## config.mk

```make
export PLATFORM = sky130hd
export DESIGN_NAME = sample_clip_wrap_fold
export DESIGN_NICKNAME = d
export VERILOG_FILES = /design/src/design/scwf_pkg.sv /design/src/design/sample_clip_wrap_fold.sv
export SDC_FILE = /design/constraint.sdc
export NUM_CORES = 2
export LEC_CHECK = 0
export BUFFER_PORTS_ARGS = -buffer_cell sky130_fd_sc_hd__buf_4
export CORE_ASPECT_RATIO = 1.2
export CORE_UTILIZATION = 40
export DETAILED_ROUTE_END_ITERATION = 6
export GPL_TIMING_DRIVEN = 0
export PLACE_DENSITY = 0.58
export REMOVE_ABC_BUFFERS = 1
export SLEW_MARGIN = 20
export SYNTH_ARGS = -nofsm -noshare
export SYNTH_HDL_FRONTEND = slang
export SYNTH_SLANG_ARGS = --single-unit
```

## constraint.sdc

```tcl
create_clock -name clk -period 3.4 [get_ports clk]
set_input_delay 0.17 -clock clk [delete_from_list [all_inputs] [get_ports clk]]
set_output_delay 0.17 -clock clk [all_outputs]
set_load 0.01 [all_outputs]
```

## src/design/scwf_pkg.sv

```systemverilog
`default_nettype none

package scwf_pkg;

    // operation codes carried on the operation port
    localparam logic [1:0] OP_CLIP = 2'd0;
    localparam logic [1:0] OP_WRAP = 2'd1;
    localparam logic [1:0] OP_FOLD = 2'd2;
    localparam logic [1:0] OP_PASS = 2'd3;

    typedef logic [1:0] op_t;

endpackage

`default_nettype wire

```

## src/design/sample_clip_wrap_fold.sv

```systemverilog
`default_nettype none

// Channel   Handshake               Payload
// --------  ----------------------  ------------------------------------------------
// command   start, busy             sample_in, lower_bound, upper_bound, operation
// result    done (one-cycle pulse)  sample_out
//
// One transaction enters per cycle; busy is always low. A command is
// registered at entry, then passes through the remainder pipeline, which
// resolves one quotient bit per register stage, and the finish registers.
// rst_n clears the valid bits of every stage only.
// The receiver cannot stall: done pulses for exactly one cycle per result.
module sample_clip_wrap_fold #(
    parameter int SAMPLE_WIDTH = 24
) (
    input  wire logic                           clk,
    input  wire logic                           rst_n,
    input  wire logic                           start,
    output logic                                busy,
    input  wire logic signed [SAMPLE_WIDTH-1:0] sample_in,
    input  wire logic signed [SAMPLE_WIDTH-1:0] lower_bound,
    input  wire logic signed [SAMPLE_WIDTH-1:0] upper_bound,
    input  wire logic        [1:0]              operation,
    output logic                                done,
    output logic signed [SAMPLE_WIDTH-1:0]      sample_out
);

    localparam int W    = SAMPLE_WIDTH;
    localparam int AW   = W + 1;   // offset magnitude, divisor and remainder width
    localparam int NSTG = AW;      // one remainder bit per stage

    typedef struct packed {
        logic signed [W-1:0] lo;
        logic signed [W-1:0] early;      // clip, pass or empty-range result
        logic                use_early;
        logic                fold;
        logic                neg;        // offset below zero
        logic [AW-1:0]       div;        // twice the range
    } side_t;

    // ---------------------------------------------------------------- entry
    logic signed [AW-1:0] offs;
    logic signed [AW-1:0] rng;
    logic [AW-1:0]        mag;
    logic                 rng_ok;
    logic signed [W-1:0]  clip_val;
    side_t                side_in;
    scwf_pkg::op_t        op;

    assign busy = 1'b0;
    assign op   = operation;

    always_comb
    begin
        offs     = {sample_in[W-1], sample_in} - {lower_bound[W-1], lower_bound};
        rng      = {upper_bound[W-1], upper_bound} - {lower_bound[W-1], lower_bound};
        mag      = offs[AW-1] ? AW'(-offs) : AW'(offs);
        rng_ok   = !rng[AW-1] && (rng != '0);
        if (sample_in < lower_bound)
            clip_val = lower_bound;
        else if (sample_in > upper_bound)
            clip_val = upper_bound;
        else
            clip_val = sample_in;

        side_in.lo   = lower_bound;
        side_in.fold = (op == scwf_pkg::OP_FOLD);
        side_in.neg  = offs[AW-1];
        side_in.div  = {rng[W-1:0], 1'b0};
        unique case (op)
            scwf_pkg::OP_CLIP:
            begin
                side_in.early     = clip_val;
                side_in.use_early = 1'b1;
            end
            scwf_pkg::OP_PASS:
            begin
                side_in.early     = sample_in;
                side_in.use_early = 1'b1;
            end
            default:
            begin
                side_in.early     = lower_bound;
                side_in.use_early = !rng_ok;
            end
        endcase
    end

    // ------------------------------------------------------ remainder stages
    logic          vld_reg  [NSTG+1];
    logic [AW-1:0] rem_reg  [NSTG+1];
    logic [AW-1:0] a_reg    [NSTG+1];
    side_t         side_reg [NSTG+1];

    always_ff @(posedge clk or negedge rst_n)
    begin
        if (!rst_n)
            vld_reg[0] <= 1'b0;
        else
            vld_reg[0] <= start && !busy;
    end

    always_ff @(posedge clk)
    begin
        rem_reg[0]  <= '0;
        a_reg[0]    <= mag;
        side_reg[0] <= side_in;
    end

    for (genvar k = 0; k < NSTG; k++)
    begin : g_div
        logic [AW:0]   trial;
        logic [AW-1:0] rem_next;

        always_comb
        begin
            trial = {rem_reg[k], a_reg[k][AW-1]};
            // restore: keep the shifted remainder unless the divisor fits
            if (trial >= {1'b0, side_reg[k].div})
                rem_next = AW'(trial - {1'b0, side_reg[k].div});
            else
                rem_next = trial[AW-1:0];
        end

        always_ff @(posedge clk or negedge rst_n)
        begin
            if (!rst_n)
                vld_reg[k+1] <= 1'b0;
            else
                vld_reg[k+1] <= vld_reg[k];
        end

        always_ff @(posedge clk)
        begin
            rem_reg[k+1]  <= rem_next;
            a_reg[k+1]    <= {a_reg[k][AW-2:0], 1'b0};
            side_reg[k+1] <= side_reg[k];
        end
    end

    // --------------------------------------------------------- finish stages
    logic          f1_vld_reg;
    logic [AW-1:0] d_reg;
    logic [AW-1:0] d_next;
    side_t         f1_side_reg;

    logic          f2_vld_reg;
    logic [W-1:0]  v_reg;
    logic [W-1:0]  v_next;
    logic [AW-1:0] half;
    side_t         f2_side_reg;

    logic                done_reg;
    logic signed [W-1:0] out_reg;
    logic signed [W-1:0] out_next;

    always_comb
    begin
        // floor the remainder for a negative offset
        if (side_reg[NSTG].neg && (rem_reg[NSTG] != '0))
            d_next = side_reg[NSTG].div - rem_reg[NSTG];
        else
            d_next = rem_reg[NSTG];
    end

    always_comb
    begin
        half = {1'b0, f1_side_reg.div[AW-1:1]};
        if (d_reg < half)
            v_next = d_reg[W-1:0];
        else if (f1_side_reg.fold)
            v_next = W'(f1_side_reg.div - d_reg);
        else
            v_next = W'(d_reg - half);
    end

    always_comb
    begin
        if (f2_side_reg.use_early)
            out_next = f2_side_reg.early;
        else
            out_next = W'(f2_side_reg.lo + $signed(v_reg));
    end

    always_ff @(posedge clk or negedge rst_n)
    begin
        if (!rst_n)
        begin
            f1_vld_reg <= 1'b0;
            f2_vld_reg <= 1'b0;
            done_reg   <= 1'b0;
        end
        else
        begin
            f1_vld_reg <= vld_reg[NSTG];
            f2_vld_reg <= f1_vld_reg;
            done_reg   <= f2_vld_reg;
        end
    end

    always_ff @(posedge clk)
    begin
        d_reg       <= d_next;
        f1_side_reg <= side_reg[NSTG];
        v_reg       <= v_next;
        f2_side_reg <= f1_side_reg;
        out_reg     <= out_next;
    end

    assign done       = done_reg;
    assign sample_out = out_reg;

endmodule

`default_nettype wire
```

==> run metrics <==
outcome finished, final reports clean; CTS tree done; startpoint type of the worst setup path flip-flop; Comb pwr share 42.2%; via count 68.9k; final hold vios 0; Setup crit end kind flip-flop; final setup fails 0; top post-synthesis cells by area dfxtp_1 58%, ha_1 8.7%, inv_1 3.1%; Hold Crit Class input pin to flip-flop; commonest cells in the synthesized netlist 3,096 x dfxtp_1, 890 x inv_1, 745 x ha_1, 628 x a21oi_1, 528 x nand2_1; worst vdd ir 0.457 mV; Flop pwr share 34.7%; Synth Flop Type dfxtp_1; syn avg cell area 10.9 sq um; Area Overhead vs Synth 18.9%; pin count of the biggest net entering global routing 35; Final period util 98.9%; Synth Cell Area 107,000 sq um; worst skew pair latency 0.84 ns; antenna-violating nets left 0; Lkg Pwr 0.0569 uW; Final Max Slew Viols 0; Setup Skew 0.0661 ns; Slew @ Worst Pin 1.46 ns; layout cell share with drive strength beyond 1 11.9%; Worst Path Max Fanout 15; vias per cell 4.86; Die Span Y 568 um; global-route wire length before repair 369 mm; Clock Power Share 23.1%; unrepaired setup endpoints after global routing yes; EDFF count, synth 0; WP data required 4.07 ns; CTS Root Buffer Type clkbuf_16; CP arrival 4.03 ns; I/O Buffers 101; vias in the first global route 69.2k; Pwr Density 1150 nW/um^2; Sw Share 35.7%; leading area contributor after synthesis dfxtp_1; H-tree Lvls 5; CTS clk-pin slew, worst paths 0.06 ns; core area 265,000 sq um; Final Util 47.9%; post-synthesis async set-or-reset flop share 0.928%; Synth cell types 91; slew margin rel. 1.72%; WL per Instance 17.0 um; Mapped Cells 9,807; drt pass-1 iters 5; max capacitance violation total 0; 1st-iter DRT viols 3,381; Max clock buf depth 4; YS warnings 0; total grt overflow 0; #FFs+latches synth 3,125; Sw Pwr 52,300 uW; post-synthesis sequential area ratio 58.7%; minimum clock period 3.36 ns; R2R cell count 12; max reg flops 1,950; Boundary Pins 103; DRT Wirelength 241 mm; Yosys top cell area share 58.0%; Die W 474 um; standard-cell row count 207; Initial Util 40.3%; Total GRT Usage 17.2%; die area 269,000 sq um; initial antenna violation count 8; hold depth 4; most frequent cell after synthesis dfxtp_1; DR DRC count 0; DP HPWL 177 mm; setup TNS 0 ns; Peak Freq 297 MHz; Clock Sink Count 3,125; Internal 94,300 uW; Num CTS Buffers 308; worst setup path class flip-flop to flip-flop; RePlAce Congestion 0.911; layout net count 11.3k
-- cells in the final DEF (no fill, tap or decap), drive strengths merged, types with 58 or more instances in the layout --
| master | netlist | routed |
|---|---|---|
| o21ai | 513 | 513 |
| xor2 | 217 | 217 |
| o31ai | 62 | 62 |
| dfxtp | 3096 | 3096 |
| buf | 7 | 250 |
| nor3 | 154 | 154 |
| nor2b | 124 | 124 |
| nand2b | 118 | 118 |
| o21a | 88 | 88 |
| xnor2 | 352 | 352 |
| a31oi | 64 | 64 |
| a21oi | 629 | 630 |
| mux2 | 168 | 168 |
| nand4 | 112 | 112 |
| a21o | 317 | 317 |
| inv | 891 | 906 |
| o21bai | 83 | 83 |
| nand3 | 127 | 128 |
| nand2 | 528 | 532 |
| clkbuf | 121 | 437 |
| clkinv | 0 | 58 |
| nor2 | 522 | 522 |
| dlygate4sd3 | 0 | 125 |
| ha | 745 | 745 |
-- critical path, stage by stage, from the launching register on --
cell and delay [ns]:
dfxtp_2 0.36, inv_1 0.05, ha_1 0.28, nor2b_1 0.15, o21ai_2 0.17, a21oi_2 0.12, o31ai_2 0.30, a2bb2oi_2 0.14
a221o_1 0.39, a221o_1 0.36, o41a_4 0.43, buf_16 0.18, mux2_2 0.29
-- worst paths after layout --
kind / from / end / slack, ns
worst max-delay path: side_reg[0][1142] / rem_reg[2][5] / 0.04
worst min-delay path: sample_in[7] / a_reg[0][7] / 0.09
worst max register to register: side_reg[0][1142] / rem_reg[2][5] / 0.04
worst min register to register: a_reg[17][20] / a_reg[18][21] / 0.29
max in group asynchronous: rst_n / vld_reg[15] / 2.90
min in group asynchronous: rst_n / f2_vld_reg / 0.34
-- logic make-up (layout without fill, tap and decap cells) --
kind of cell             after synthesis  in the layout  synth area share [%]
flip-flops                          3125           3125                  58.7
AND/OR/NAND/NOR                     1993           1998                  9.03
multiplexers                         197            197                  2.04
buffers and inverters               1019           1814                  3.58
XOR/XNOR                             569            569                  4.66
other                                  1             16               0.00351
AO/OA/AOI/OAI                       2128           2139                  12.7
adder cells (fa/ha/maj)              775            775                  9.29
-- per-layer routing --
layer	vias up	GRT usage [%]	share of wire [%]
met5	-	0	0
met2	1319	32.4	52
met1	32400	19.1	40
met4	0	6.90	3.8
met3	452	2.64	3.9
li1	34800	-	-
-- through the flow --
| step | worst slack, ns | area [sq um] | hold WS, ns | cells | total power (uW) |
|---|---|---|---|---|---|
| floorplan | -0.833 | 106000 | -0.126 | 9691 | 91200 |
| CTS | 0.000588 | 125000 | 0.000157 | 14100 | 145000 |
| global route | -0.0753 | 127000 | 0.0634 | 14200 | 156000 |
| detailed placement | -1.17 | 112000 | 0.107 | 13400 | 107000 |
| finish | 0.0383 | 127000 | 0.0897 | 14200 | 147000 |
| global placement | -2.57 | 112000 | 0.0840 | 13300 | 105000 |
-- final cells by class --
cell class / count / area [sq um]
clock buffer: 428 / 9000
timing repair buffer: 388 / 3910
tap: 3553 / 4450
antenna: 3 / 7.51
fill: 23900 / 138000
sequential: 3125 / 62700
inverter: 891 / 3350
clock inverter: 107 / 1260
multi-input combinational: 5691 / 42300
-- repair_timing --
| item | CTS | global route |
|---|---|---|
| endpoints found under the hold margin | 113 | 1 |
| gates resized for setup | 148 | 189 |
| buffers inserted | 53 | 68 |
| hold buffers | 125 | 1 |
| pin swaps | 55 | 76 |
| setup endpoints to repair | 495 | 397 |
| cloned | 12 | 17 |
-- power groups by stage --
stage | Clock, uW | Combinational [uW] | Sequential, uW
6_report | 33800 | 61900 | 50900
2_1_floorplan | 0 | 41800 | 49400
5_1_grt | 36400 | 68200 | 51800
3_5_place_dp | 0 | 55500 | 51700
4_1_cts | 34900 | 58900 | 51000
3_3_place_gp | 0 | 53200 | 51700
No activity file was read; power rests on OpenSTA's default activity.
